[config.mk]
export PLATFORM = sky130hd
export DESIGN_NAME = gzip_header_parser
export DESIGN_NICKNAME = d
export VERILOG_FILES = /design/src/rtl/core/gzhp_pkg.sv /design/src/rtl/core/gzhp_step.sv /design/src/rtl/core/gzip_header_parser.sv
export SDC_FILE = /design/constraint.sdc
export NUM_CORES = 1
export LEC_CHECK = 0
export ABC_AREA = 1
export BUFFER_PORTS_ARGS = -buffer_cell sky130_fd_sc_hd__buf_4
export CAP_MARGIN = 25
export CORE_MARGIN = 4
export CORE_UTILIZATION = 52
export DETAILED_ROUTE_END_ITERATION = 12
export PLACE_DENSITY = 0.73
export SYNTH_ARGS = -nofsm -noshare
export SYNTH_HDL_FRONTEND = slang
export SYNTH_SLANG_ARGS = --single-unit
[constraint.sdc]
create_clock -name clk -period 3.4 [get_ports clk]
set_input_delay 0.34 -clock clk [delete_from_list [all_inputs] [get_ports clk]]
set_output_delay 0.34 -clock clk [all_outputs]
set_load 0.05 [all_outputs]
[src/rtl/core/gzhp_pkg.sv]
// Shared types and constants for the gzip member header parser.
// No dependencies; imported by gzhp_step and gzip_header_parser.
package gzhp_pkg;

    // Header parse phases.
    typedef enum logic [3:0] {
        PH_FIXED   = 4'd0,
        PH_XLO     = 4'd1,
        PH_XHI     = 4'd2,
        PH_EXTRA   = 4'd3,
        PH_NAME    = 4'd4,
        PH_COMMENT = 4'd5,
        PH_CRCLO   = 4'd6,
        PH_CRCHI   = 4'd7,
        PH_PAYLOAD = 4'd8,
        PH_ERROR   = 4'd9
    } phase_t;

    // Byte classification codes.
    localparam logic [1:0] KIND_HEADER  = 2'd0;
    localparam logic [1:0] KIND_PAYLOAD = 2'd1;
    localparam logic [1:0] KIND_ERROR   = 2'd2;

    // Error causes.
    localparam logic [2:0] ERR_NONE      = 3'd0;
    localparam logic [2:0] ERR_MAGIC     = 3'd1;
    localparam logic [2:0] ERR_METHOD    = 3'd2;
    localparam logic [2:0] ERR_RESERVED  = 3'd3;
    localparam logic [2:0] ERR_TRUNCATED = 3'd4;

    // Fixed header contents.
    localparam logic [7:0] MAGIC0        = 8'h1f;
    localparam logic [7:0] MAGIC1        = 8'h8b;
    localparam logic [7:0] METHOD_DEFL   = 8'h08;
    localparam logic [7:0] RSVD_MASK     = 8'hE0;
    localparam int         FIXED_LEN     = 10;
    localparam logic [3:0] IDX_MAGIC0    = 4'd0;
    localparam logic [3:0] IDX_MAGIC1    = 4'd1;
    localparam logic [3:0] IDX_METHOD    = 4'd2;
    localparam logic [3:0] IDX_FLAGS     = 4'd3;
    localparam logic [3:0] IDX_FIXED_END = 4'(FIXED_LEN - 1);

    // Bit positions in the saved flag nibble (flag byte shifted right by one).
    localparam int FL_HCRC    = 0;
    localparam int FL_EXTRA   = 1;
    localparam int FL_NAME    = 2;
    localparam int FL_COMMENT = 3;

    typedef struct packed {
        phase_t      phase;
        logic [3:0]  fixed_count;
        logic [3:0]  saved_flags;
        logic [15:0] extra_remaining;
        logic [2:0]  sticky_error;
    } parse_state_t;

    localparam parse_state_t STATE_RESET = '{
        phase:           PH_FIXED,
        fixed_count:     4'd0,
        saved_flags:     4'd0,
        extra_remaining: 16'd0,
        sticky_error:    ERR_NONE
    };

endpackage

[src/rtl/core/gzhp_step.sv]
// Combinational next-state and classification logic for one stream byte.
// Depends on gzhp_pkg.
module gzhp_step (
    input  gzhp_pkg::parse_state_t cur_state,
    input  logic [7:0]             in_byte,
    input  logic                   last_byte,
    output gzhp_pkg::parse_state_t nxt_state,
    output logic [1:0]             byte_kind,
    output logic [2:0]             error_code
);
    import gzhp_pkg::*;

    // First flagged optional section at or after section p, else payload.
    function automatic phase_t section_from(input phase_t p, input logic [3:0] flags);
        phase_t r;
        begin
            if (p <= PH_XLO && flags[FL_EXTRA])
                r = PH_XLO;
            else if (p <= PH_NAME && flags[FL_NAME])
                r = PH_NAME;
            else if (p <= PH_COMMENT && flags[FL_COMMENT])
                r = PH_COMMENT;
            else if (p <= PH_CRCLO && flags[FL_HCRC])
                r = PH_CRCLO;
            else
                r = PH_PAYLOAD;
            return r;
        end
    endfunction

    parse_state_t st;
    logic [1:0]   kind;
    logic [2:0]   code;
    logic [15:0]  xlen;
    logic [15:0]  xdec;
    logic [3:0]   new_flags;

    always_comb
    begin
        st        = cur_state;
        kind      = KIND_HEADER;
        code      = ERR_NONE;
        xlen      = {in_byte, cur_state.extra_remaining[7:0]};
        xdec      = cur_state.extra_remaining - 16'd1;
        new_flags = in_byte[4:1];

        unique case (cur_state.phase)
            PH_FIXED:
            begin
                if (cur_state.fixed_count == IDX_MAGIC0 && in_byte != MAGIC0)
                begin
                    st.phase        = PH_ERROR;
                    st.sticky_error = ERR_MAGIC;
                end
                else if (cur_state.fixed_count == IDX_MAGIC1 && in_byte != MAGIC1)
                begin
                    st.phase        = PH_ERROR;
                    st.sticky_error = ERR_MAGIC;
                end
                else if (cur_state.fixed_count == IDX_METHOD && in_byte != METHOD_DEFL)
                begin
                    st.phase        = PH_ERROR;
                    st.sticky_error = ERR_METHOD;
                end
                else if (cur_state.fixed_count == IDX_FLAGS
                         && (in_byte & RSVD_MASK) != 8'h00)
                begin
                    st.phase        = PH_ERROR;
                    st.sticky_error = ERR_RESERVED;
                end
                else
                begin
                    if (cur_state.fixed_count == IDX_FLAGS)
                        st.saved_flags = new_flags;
                    if (cur_state.fixed_count >= IDX_FIXED_END)
                    begin
                        st.fixed_count = 4'd0;
                        // Flags were captured several bytes earlier.
                        st.phase = section_from(PH_XLO, cur_state.saved_flags);
                    end
                    else
                        st.fixed_count = cur_state.fixed_count + 4'd1;
                end
            end
            PH_XLO:
            begin
                st.extra_remaining = {8'h00, in_byte};
                st.phase           = PH_XHI;
            end
            PH_XHI:
            begin
                st.extra_remaining = xlen;
                st.phase = (xlen != 16'd0) ? PH_EXTRA
                                           : section_from(PH_NAME, cur_state.saved_flags);
            end
            PH_EXTRA:
            begin
                st.extra_remaining = xdec;
                if (xdec == 16'd0)
                    st.phase = section_from(PH_NAME, cur_state.saved_flags);
            end
            PH_NAME:
            begin
                if (in_byte == 8'h00)
                    st.phase = section_from(PH_COMMENT, cur_state.saved_flags);
            end
            PH_COMMENT:
            begin
                if (in_byte == 8'h00)
                    st.phase = section_from(PH_CRCLO, cur_state.saved_flags);
            end
            PH_CRCLO:   st.phase = PH_CRCHI;
            PH_CRCHI:   st.phase = PH_PAYLOAD;
            PH_ERROR:   ;
            default:    kind = KIND_PAYLOAD;
        endcase

        if (kind == KIND_HEADER && st.phase == PH_ERROR)
        begin
            kind = KIND_ERROR;
            code = st.sticky_error;
        end

        // A final byte that leaves the header unfinished is a truncation.
        if (last_byte)
        begin
            if (kind == KIND_HEADER && st.phase != PH_PAYLOAD)
            begin
                kind = KIND_ERROR;
                code = ERR_TRUNCATED;
            end
            st = STATE_RESET;
        end
    end

    assign nxt_state  = st;
    assign byte_kind  = kind;
    assign error_code = code;

endmodule

[src/rtl/core/gzip_header_parser.sv]
// gzip member header parser: classifies each stream byte as header, payload or error.
// The result is registered: it is valid in the cycle after the input transaction.
// One byte per cycle unless out_ready stalls; parse state updates in the accepting cycle.
// The result register is the only buffer; input is taken whenever it is empty or drained.
// Reset (rst_n low, asynchronous) returns the parser to the start of the fixed header
// and empties the result register. Depends on gzhp_pkg and gzhp_step.
module gzip_header_parser (
    input  logic       clk,
    input  logic       rst_n,
    input  logic       in_valid,
    output logic       in_ready,
    input  logic [7:0] in_byte,
    input  logic       last_byte,
    output logic       out_valid,
    input  logic       out_ready,
    output logic [7:0] out_byte,
    output logic [1:0] byte_kind,
    output logic [2:0] error_code,
    output logic       end_marker
);
    import gzhp_pkg::*;

    parse_state_t state_reg;
    parse_state_t state_next;
    logic         out_valid_reg;
    logic [7:0]   out_byte_reg;
    logic [1:0]   byte_kind_reg;
    logic [1:0]   byte_kind_next;
    logic [2:0]   error_code_reg;
    logic [2:0]   error_code_next;
    logic         end_marker_reg;
    logic         in_fire;

    assign in_ready = !out_valid_reg || out_ready;
    assign in_fire  = in_valid && in_ready;

    gzhp_step u_step (
        .cur_state  (state_reg),
        .in_byte    (in_byte),
        .last_byte  (last_byte),
        .nxt_state  (state_next),
        .byte_kind  (byte_kind_next),
        .error_code (error_code_next)
    );

    always_ff @(posedge clk or negedge rst_n)
    begin
        if (!rst_n)
        begin
            state_reg     <= STATE_RESET;
            out_valid_reg <= 1'b0;
        end
        else
        begin
            if (in_fire)
                state_reg <= state_next;
            if (in_fire)
                out_valid_reg <= 1'b1;
            else if (out_ready)
                out_valid_reg <= 1'b0;
        end
    end

    always_ff @(posedge clk)
    begin
        if (in_fire)
        begin
            out_byte_reg   <= in_byte;
            byte_kind_reg  <= byte_kind_next;
            error_code_reg <= error_code_next;
            end_marker_reg <= last_byte;
        end
    end

    assign out_valid  = out_valid_reg;
    assign out_byte   = out_byte_reg;
    assign byte_kind  = byte_kind_reg;
    assign error_code = error_code_reg;
    assign end_marker = end_marker_reg;

    // An error cause is reported only on error bytes.
    assert property (@(posedge clk) disable iff (!rst_n)
        out_valid && byte_kind != KIND_ERROR |-> error_code == ERR_NONE)
        else $error("error code set on a non-error byte");

    // The error phase always carries its cause.
    assert property (@(posedge clk) disable iff (!rst_n)
        state_reg.phase == PH_ERROR |-> state_reg.sticky_error != ERR_NONE)
        else $error("error phase without a cause");

    // A final byte restarts the parser.
    assert property (@(posedge clk) disable iff (!rst_n)
        in_fire && last_byte |=> state_reg == STATE_RESET)
        else $error("parser not restarted after final byte");

    // The fixed header counter never runs past the fixed header.
    assert property (@(posedge clk) disable iff (!rst_n)
        state_reg.fixed_count <= IDX_FIXED_END)
        else $error("fixed header counter out of range");

    // Payload bytes are only reported once the header has been passed.
    assert property (@(posedge clk) disable iff (!rst_n)
        in_fire && byte_kind_next == KIND_PAYLOAD |-> state_reg.phase != PH_FIXED)
        else $error("payload byte inside fixed header");

endmodule

==> results of run 1 <==
-- cells in the final DEF, fill, tap and decap left out, types with 2 or more instances in the layout --
cell,Yosys,routed
nand4_1,8,8
inv_1,64,64
a31oi_1,3,3
dfrtp_1,32,32
nor3_1,2,2
o21ai_1,5,5
clkbuf_8,0,5
ha_1,7,7
a21oi_1,11,11
o32ai_1,2,2
nor2_1,60,60
a22oi_1,5,5
nand3_2,4,4
nand2_1,100,100
nor2_2,7,7
nand2_2,7,7
o21ai_0,26,26
o31ai_1,4,4
nor2_4,5,5
buf_4,0,30
nand3_1,30,30
inv_2,2,2
o22ai_1,18,18
edfxtp_1,14,14
clkinv_1,2,3
nand3b_1,2,2
-- cell type report --
cell class / instances / area (um2) / area share (%)
clock buffer: 5 / 68.8 / 1.97
clock inverter: 3 / 16.3 / 0.467
inverter: 68 / 255 / 7.32
multi-input combinational: 315 / 1600 / 45.9
sequential: 46 / 1220 / 35.0
tap: 72 / 90.1 / 2.58
timing repair buffer: 31 / 235 / 6.75
-- where the power goes --
part	leakage, nW	total (mW)	internal, mW	switching [mW]
clock network	0.0416	0.331	0.141	0.190
registers	0.568	0.841	0.715	0.126
logic	1.06	2.13	0.675	1.46
total	1.67	3.30	1.53	1.77
-- repair_timing --
action / CTS / global route
hold buffers: 1 / 0
gates resized for setup: 0 / 0
buffers inserted: 0 / 0
hold endpoints to repair: 32 / 0
-- layer usage --
| metal | wire length, um | vias up | global-route usage [%] |
|---|---|---|---|
| met5 | 0 | - | 0 |
| met4 | 149 | 0 | 7.05 |
| met3 | 572 | 14 | 4.95 |
| met2 | 3450 | 110 | 34.7 |
| met1 | 3750 | 1373 | 33.9 |
| li1 | - | 1505 | - |
-- path summary, 6_finish.rpt --
kind	end	cells after the start	from
max in group asynchronous	state_reg[12]	2	rst_n
min	out_byte[5]	1	in_byte[5]
min reg2reg	state_reg[19]	2	state_reg[19]
max reg2reg	error_code[2]	17	state_reg[3]
max	error_code[2]	17	state_reg[3]
min in group asynchronous	state_reg[19]	2	rst_n
-- critical path, delay by kind of cell (launching register included) --
family,cells,cell delay (ps)
adder cells (fa/ha/maj),1,220
flip-flops,1,410
AND/OR/NAND/NOR,11,1040
buffers and inverters,3,270
AO/OA/AOI/OAI,2,250
-- through the flow --
stage                     worst slack (ps)  utilization (%)  power [mW]  std cells  area [um2]
after floorplan                       1240                -        2.48        432        3090
after global placement                1070             60.1        2.92        531        3390
after detailed placement              1010             60.1        2.95        531        3390
after CTS                              991             61.8        3.29        540        3490
after global routing                   583             61.8        3.63        540        3490
final                                  971             61.8        3.30        540        3490
-- cell usage after synthesis (all sizes together) --
cell,instances
a22oi,5
o22ai,18
a21oi,12
clkinv,2
and3,1
o2111ai,1
o21a,1
a2111oi,1
edfxtp,14
xnor2,1
o31ai,4
dfrtp,32
nand3b,2
inv,66
a31oi,3
nand4,8
o21ai,32
nand2,107
o32ai,2
nor2,72
ha,7
nor3,3
nand3,34
clkbuf,2
o21bai,1
buf,1
-- kinds of logic (layout without fill, tap and decap cells) --
| kind of cell | after synthesis | count (layout) | share of synthesized area [%] |
|---|---|---|---|
| AND/OR/NAND/NOR | 227 | 227 | 33.2 |
| XOR/XNOR | 1 | 1 | 0.284 |
| flip-flops | 46 | 46 | 39.5 |
| AO/OA/AOI/OAI | 80 | 80 | 15.4 |
| adder cells (fa/ha/maj) | 7 | 7 | 2.84 |
| buffers and inverters | 71 | 107 | 8.67 |
==> results.ini, run 1 <==
[setup_path]
crit_slowest_cell=dfrtp_1
startpoint_type=register
crit_type=register to register
worstPathArrival_ps=2500
crit_path_frequent_cell=nand2_1
worstPathCellList=inv_2 -> ha_1 -> inv_1 -> nor2_1 -> nand3_1 -> nor2_1 -> nand2_1 -> inv_1 -> nand2_1 -> a21oi_1 -> nand2_1 -> nor2_1 -> nand2_1 -> o21ai_1 -> nand3b_1 -> nand2_1 -> nand2_1
critPathMaxStageDelay_ps=410
critical_path_required_ps=3470
worstPathMaxFanout=6
r2r_slack_ps=970
end_kind=register

[route]
num_vias=3002
totalWireLength_um=7920
routed_via_density=5.56
dr.pass1.iters=4
first_iter_violations=289
ant_nets=0
drc=0
routedWlPerCell_um=14.7

[yosys]
syn_area_per_cell_um2=7.15
synth_cell_types=35
synth_top_area_cell=dfrtp_1
synth_area_leaders=dfrtp_1 26%, edfxtp_1 14%, nand2_1 12%
ys_ff_latch=46
ys_seq_area_share_pct=39.5
syn_nets=452
synth_area_um2=3090
yosysWarnings=0
yosysTopAreaCellShare_pct=25.9
syn-instance-count=432

[timing]
hold_ws_ps=229
period_needed_ps=2430
worst_pin_slew_ps=706
fin_crit_sh_pct=71.4
setup_viol=0
finalSetupTns_ps=0
finalMaxSlewViolations=0
worst_slew_margin_rel_pct=52.7
final_hold_viol_count=0
rsz0062_at_grt=false
fin_worst_skew_ps=7.50
max_freq_mhz=412

[cts]
cts_tree=yes
htree_num_levels=2
clock-sinks=46
cts_root_buf=clkbuf_8
numCtsBuffers=5
insertion_delay_ps=300
clkSlewWorstSetupHoldPaths_ps=90
clockBufferDepth=2

[global_routing]
grt_pass1_wl_um=13600
grt_max_degree=33
antenna_found_initial=0
grtUsageTotal_pct=23.3
grt_overflow_total=0
first_global_vias=2903

[place]
dp_hpwl_um=6050
io_buffers=28
place_congestion=0.953

[pwr]
p_per_area_nw_per_um2=948
leakage_nw=1.67
peakVddDrop_v=0.000544

[final_layout]
largest_reg_flops=31
area_growth_pct=12.9
nets=487
diodes=0
fill_cells=536
drive_gt1_share_pct=13.9

[floorplan]
die_h_um=85.1
start_util_pct=54.7
die-area_um2=7240
core-area_um2=5640
dieWidth_um=85.1
ioPinCount=29
row_count=27

[outcome]
outcome=complete, no violations

[flow_run]
cap_violations=0

[hold_path]
hp-class=primary input to register

No activity file was read; power rests on OpenSTA's default activity.
==> run 2, diff against run 1 <==
- ABC_AREA: 1 -> 0
- PLACE_DENSITY: 0.73 -> 0.74
- clock period: 3.4 -> 2.3 ns (I/O delays scaled with it)
==> run 2 against run 1 <==
  * The run now ends with negative setup slack left
  * Wire length increased by 23%
  * Via count increased by 9.3%
  * Core utilization increased by 16 points
  * Critical path type unchanged
==> results.ini, run 2 <==
[final_layout]
layout.cells.most_common_list=131 x buf_4, 39 x nor2_1, 33 x nand2_1  ; was 100 x nand2_1, 64 x inv_1, 60 x nor2_1
final_common_cell=buf_4  ; was nand2_1
nets=492  ; was 487
diodes=0  ; unchanged
drive_gt1_share_pct=38.5  ; was 13.9%
final-instance-count-excl-fill=545  ; was 540
fill_cells=411  ; was 536
largest_reg_flops=31  ; unchanged
regArea_um2=1220  ; unchanged
stdcell_area_um2=4270  ; was 3490 um2
multi_input_area_um2=1810  ; was 1600 um2
area_growth_pct=45.0  ; was 12.9%

[global_routing]
grt_max_degree=33  ; unchanged
antenna_found_initial=0  ; unchanged
grtUsageTotal_pct=28.2  ; was 23.3%
grt_pass1_wl_um=15800  ; was 13,600 um
first_global_vias=3134  ; was 2,903
grt_overflow_total=0  ; unchanged

[timing]
fin_worst_skew_ps=4.23  ; was 7.50 ps
finalMaxSlewViolations=0  ; unchanged
worst_pin_slew_ps=598  ; was 706 ps
final_hold_viol_count=0  ; unchanged
rsz0062_at_grt=true  ; was false
fin_crit_sh_pct=125  ; was 71.4%
period_needed_ps=2880  ; was 2430 ps
setup_ws_ps=-576  ; was 971 ps
max_freq_mhz=348  ; was 412 MHz
worst_slew_margin_rel_pct=59.9  ; was 52.7%
setup_viol=8  ; was 0
finalSetupTns_ps=-3510  ; was 0 ps

[yosys]
ys_seq_area_share_pct=41.5  ; was 39.5%
yosysTopAreaCellShare_pct=27.2  ; was 25.9%
ys_ff_latch=46  ; unchanged
synth_top_area_cell=dfrtp_1  ; unchanged
synth.most_common_cell=nor2_1  ; was nand2_1
synth_edf_count=14  ; unchanged
synth_area_um2=2940  ; was 3090 um2
syn-instance-count=345  ; was 432
async_reset_ff_share_pct=69.6  ; unchanged
syn_area_per_cell_um2=8.53  ; was 7.15 um2
synth_area_leaders=dfrtp_1 27%, edfxtp_1 14%, o21ai_0 6.6%  ; was dfrtp_1 26%, edfxtp_1 14%, nand2_1 12%
synthFlopType=dfrtp_1  ; unchanged
synth_cell_types=62  ; was 35
syn_nets=365  ; was 452
synth_commonest_cells=43 x nor2_1, 39 x o21ai_0, 33 x nand2_1  ; was 100 x nand2_1, 64 x inv_1, 60 x nor2_1
yosysWarnings=0  ; unchanged

[place]
dp.cells=530  ; was 531
dp_hpwl_um=7130  ; was 6050 um
io_buffers=28  ; unchanged
placed_area_um2=3940  ; was 3390 um2
place_congestion=0.978  ; was 0.953

[setup_path]
critical_path_required_ps=2450  ; was 3470 ps
worstPathMaxFanout=6  ; unchanged
startpoint_type=register  ; unchanged
worstPathArrival_ps=3020  ; was 2500 ps
end_kind=register  ; unchanged
crit_type=register to register  ; unchanged

[floorplan]
die-area_um2=6930  ; was 7240 um2
core-area_um2=5510  ; was 5640 um2
row_count=27  ; unchanged
ioPinCount=29  ; unchanged
start_util_pct=53.4  ; was 54.7%
die_h_um=83.2  ; was 85.1 um
dieWidth_um=83.2  ; was 85.1 um

[route]
first_iter_violations=261  ; was 289
totalWireLength_um=9750  ; was 7920 um
num_vias=3282  ; was 3,002
ant_nets=0  ; unchanged
dr.pass1.iters=5  ; was 4
drc=0  ; unchanged
routed_via_density=6.02  ; was 5.56
routedWlPerCell_um=17.9  ; was 14.7 um

[cts]
clockBufferDepth=2  ; unchanged
insertion_delay_ps=300  ; about the same
clock-sinks=46  ; unchanged
clkSlewWorstSetupHoldPaths_ps=80  ; was 90 ps
numCtsBuffers=5  ; unchanged
cts_tree=yes  ; unchanged
cts_root_buf=clkbuf_8  ; unchanged
htree_num_levels=2  ; unchanged

[flow_run]
cap_violations=0  ; unchanged

[pwr]
report.power.total_mw=5.68  ; was 3.30 mW
peakVddDrop_v=0.000973  ; was 0.000544 V
leakage_nw=1.87  ; was 1.67 nW
p_per_area_nw_per_um2=1330  ; was 948 nW/um2

[outcome]
violations=negative setup slack
outcome=finished with violations  ; was complete, no violations

[hold_path]
hp-class=primary input to register  ; unchanged

## run 2: cell count changes after synthesis, moves of 6 or more
cell	delta
nand2_1	-67
inv_1	-51
nand3_1	-27
nor3_1	+19
nor2_1	-17
o22ai_1	-15
o21ai_0	+13
clkbuf_1	+10
nor4_1	+10
nand2b_1	+8
nand2_2	-7
nor2_2	-7
nand4_1	-6
## run 2: repair_timing
item                                    4_1_cts  5_1_grt
endpoints found under the hold margin        32        0
resized for setup                            20       23
hold buffers                                  1        0
endpoints found under the setup margin       15       17
cloned                                        0        1
setup buffers                                 1        5
pin swaps                                     5        6
## run 2: layer usage
layer | vias up | track usage (%) | share of wire (%)
met5 | - | 0 | 0
met4 | 0 | 7.88 | 2.5
met3 | 34 | 5.16 | 8.0
met2 | 166 | 44.2 | 45
met1 | 1542 | 39.9 | 44
li1 | 1540 | - | -
## run 2: worst max-delay path, stage by stage, from the launching register on
cell and delay [ps]:
dfrtp_1 380, or4_4 610, or3_4 440, o21ai_2 140
nand4_1 220, nor3_2 290, o22ai_2 120, a211o_1 300
nor3b_2 210
## run 2: final cells by class
type                    instances  area share [%]
multi-input cells             272            42.4
flip-flops and latches         46            28.6
repair buffers                134            23.8
well taps                      72            2.11
clock buffers                   6            1.70
inverters                      13            1.14
clock inverters                 2           0.235
## run 2: stage by stage
step / hold slack (ps) / worst slack (ps) / utilization, %
detailed placement: 207 / -553 / 71.6
floorplan: -65.6 / -401 / -
finish: 125 / -576 / 77.5
global placement: 193 / -572 / 71.6
CTS: 119 / -474 / 74.9
global route: 121 / -653 / 77.5
## run 2: cells by family (layout without fill, tap and decap cells)
logic type               count (synthesis)  in the layout  share of synthesized area [%]
buffers and inverters                   27            155                           3.74
AO/OA/AOI/OAI                          107            107                           23.2
adder cells (fa/ha/maj)                  7              7                           2.98
XOR/XNOR                                 7              7                           2.08
multiplexers                             1              1                          0.383
flip-flops                              46             46                           41.5
AND/OR/NAND/NOR                        150            150                           26.1
## run 2: path summary, 6_finish.rpt
check	startpoint	endpoint	slack [ps]	cells after the start
setup reg to reg	state_reg[6]	error_code[1]	-580	8
hold reg to reg	state_reg[0]	state_reg[0]	500	2
setup / recovery	state_reg[6]	error_code[1]	-580	8
max in group asynchronous	rst_n	state_reg[1]	1550	2
min in group asynchronous	rst_n	state_reg[9]	430	2
hold / removal	in_valid	out_valid	130	2
## run 2: power breakdown
part / internal (mW) / switching [mW] / total (mW)
Clock: 0.211 / 0.270 / 0.481
Combinational: 1.90 / 2.09 / 3.99
Sequential: 1.04 / 0.167 / 1.21
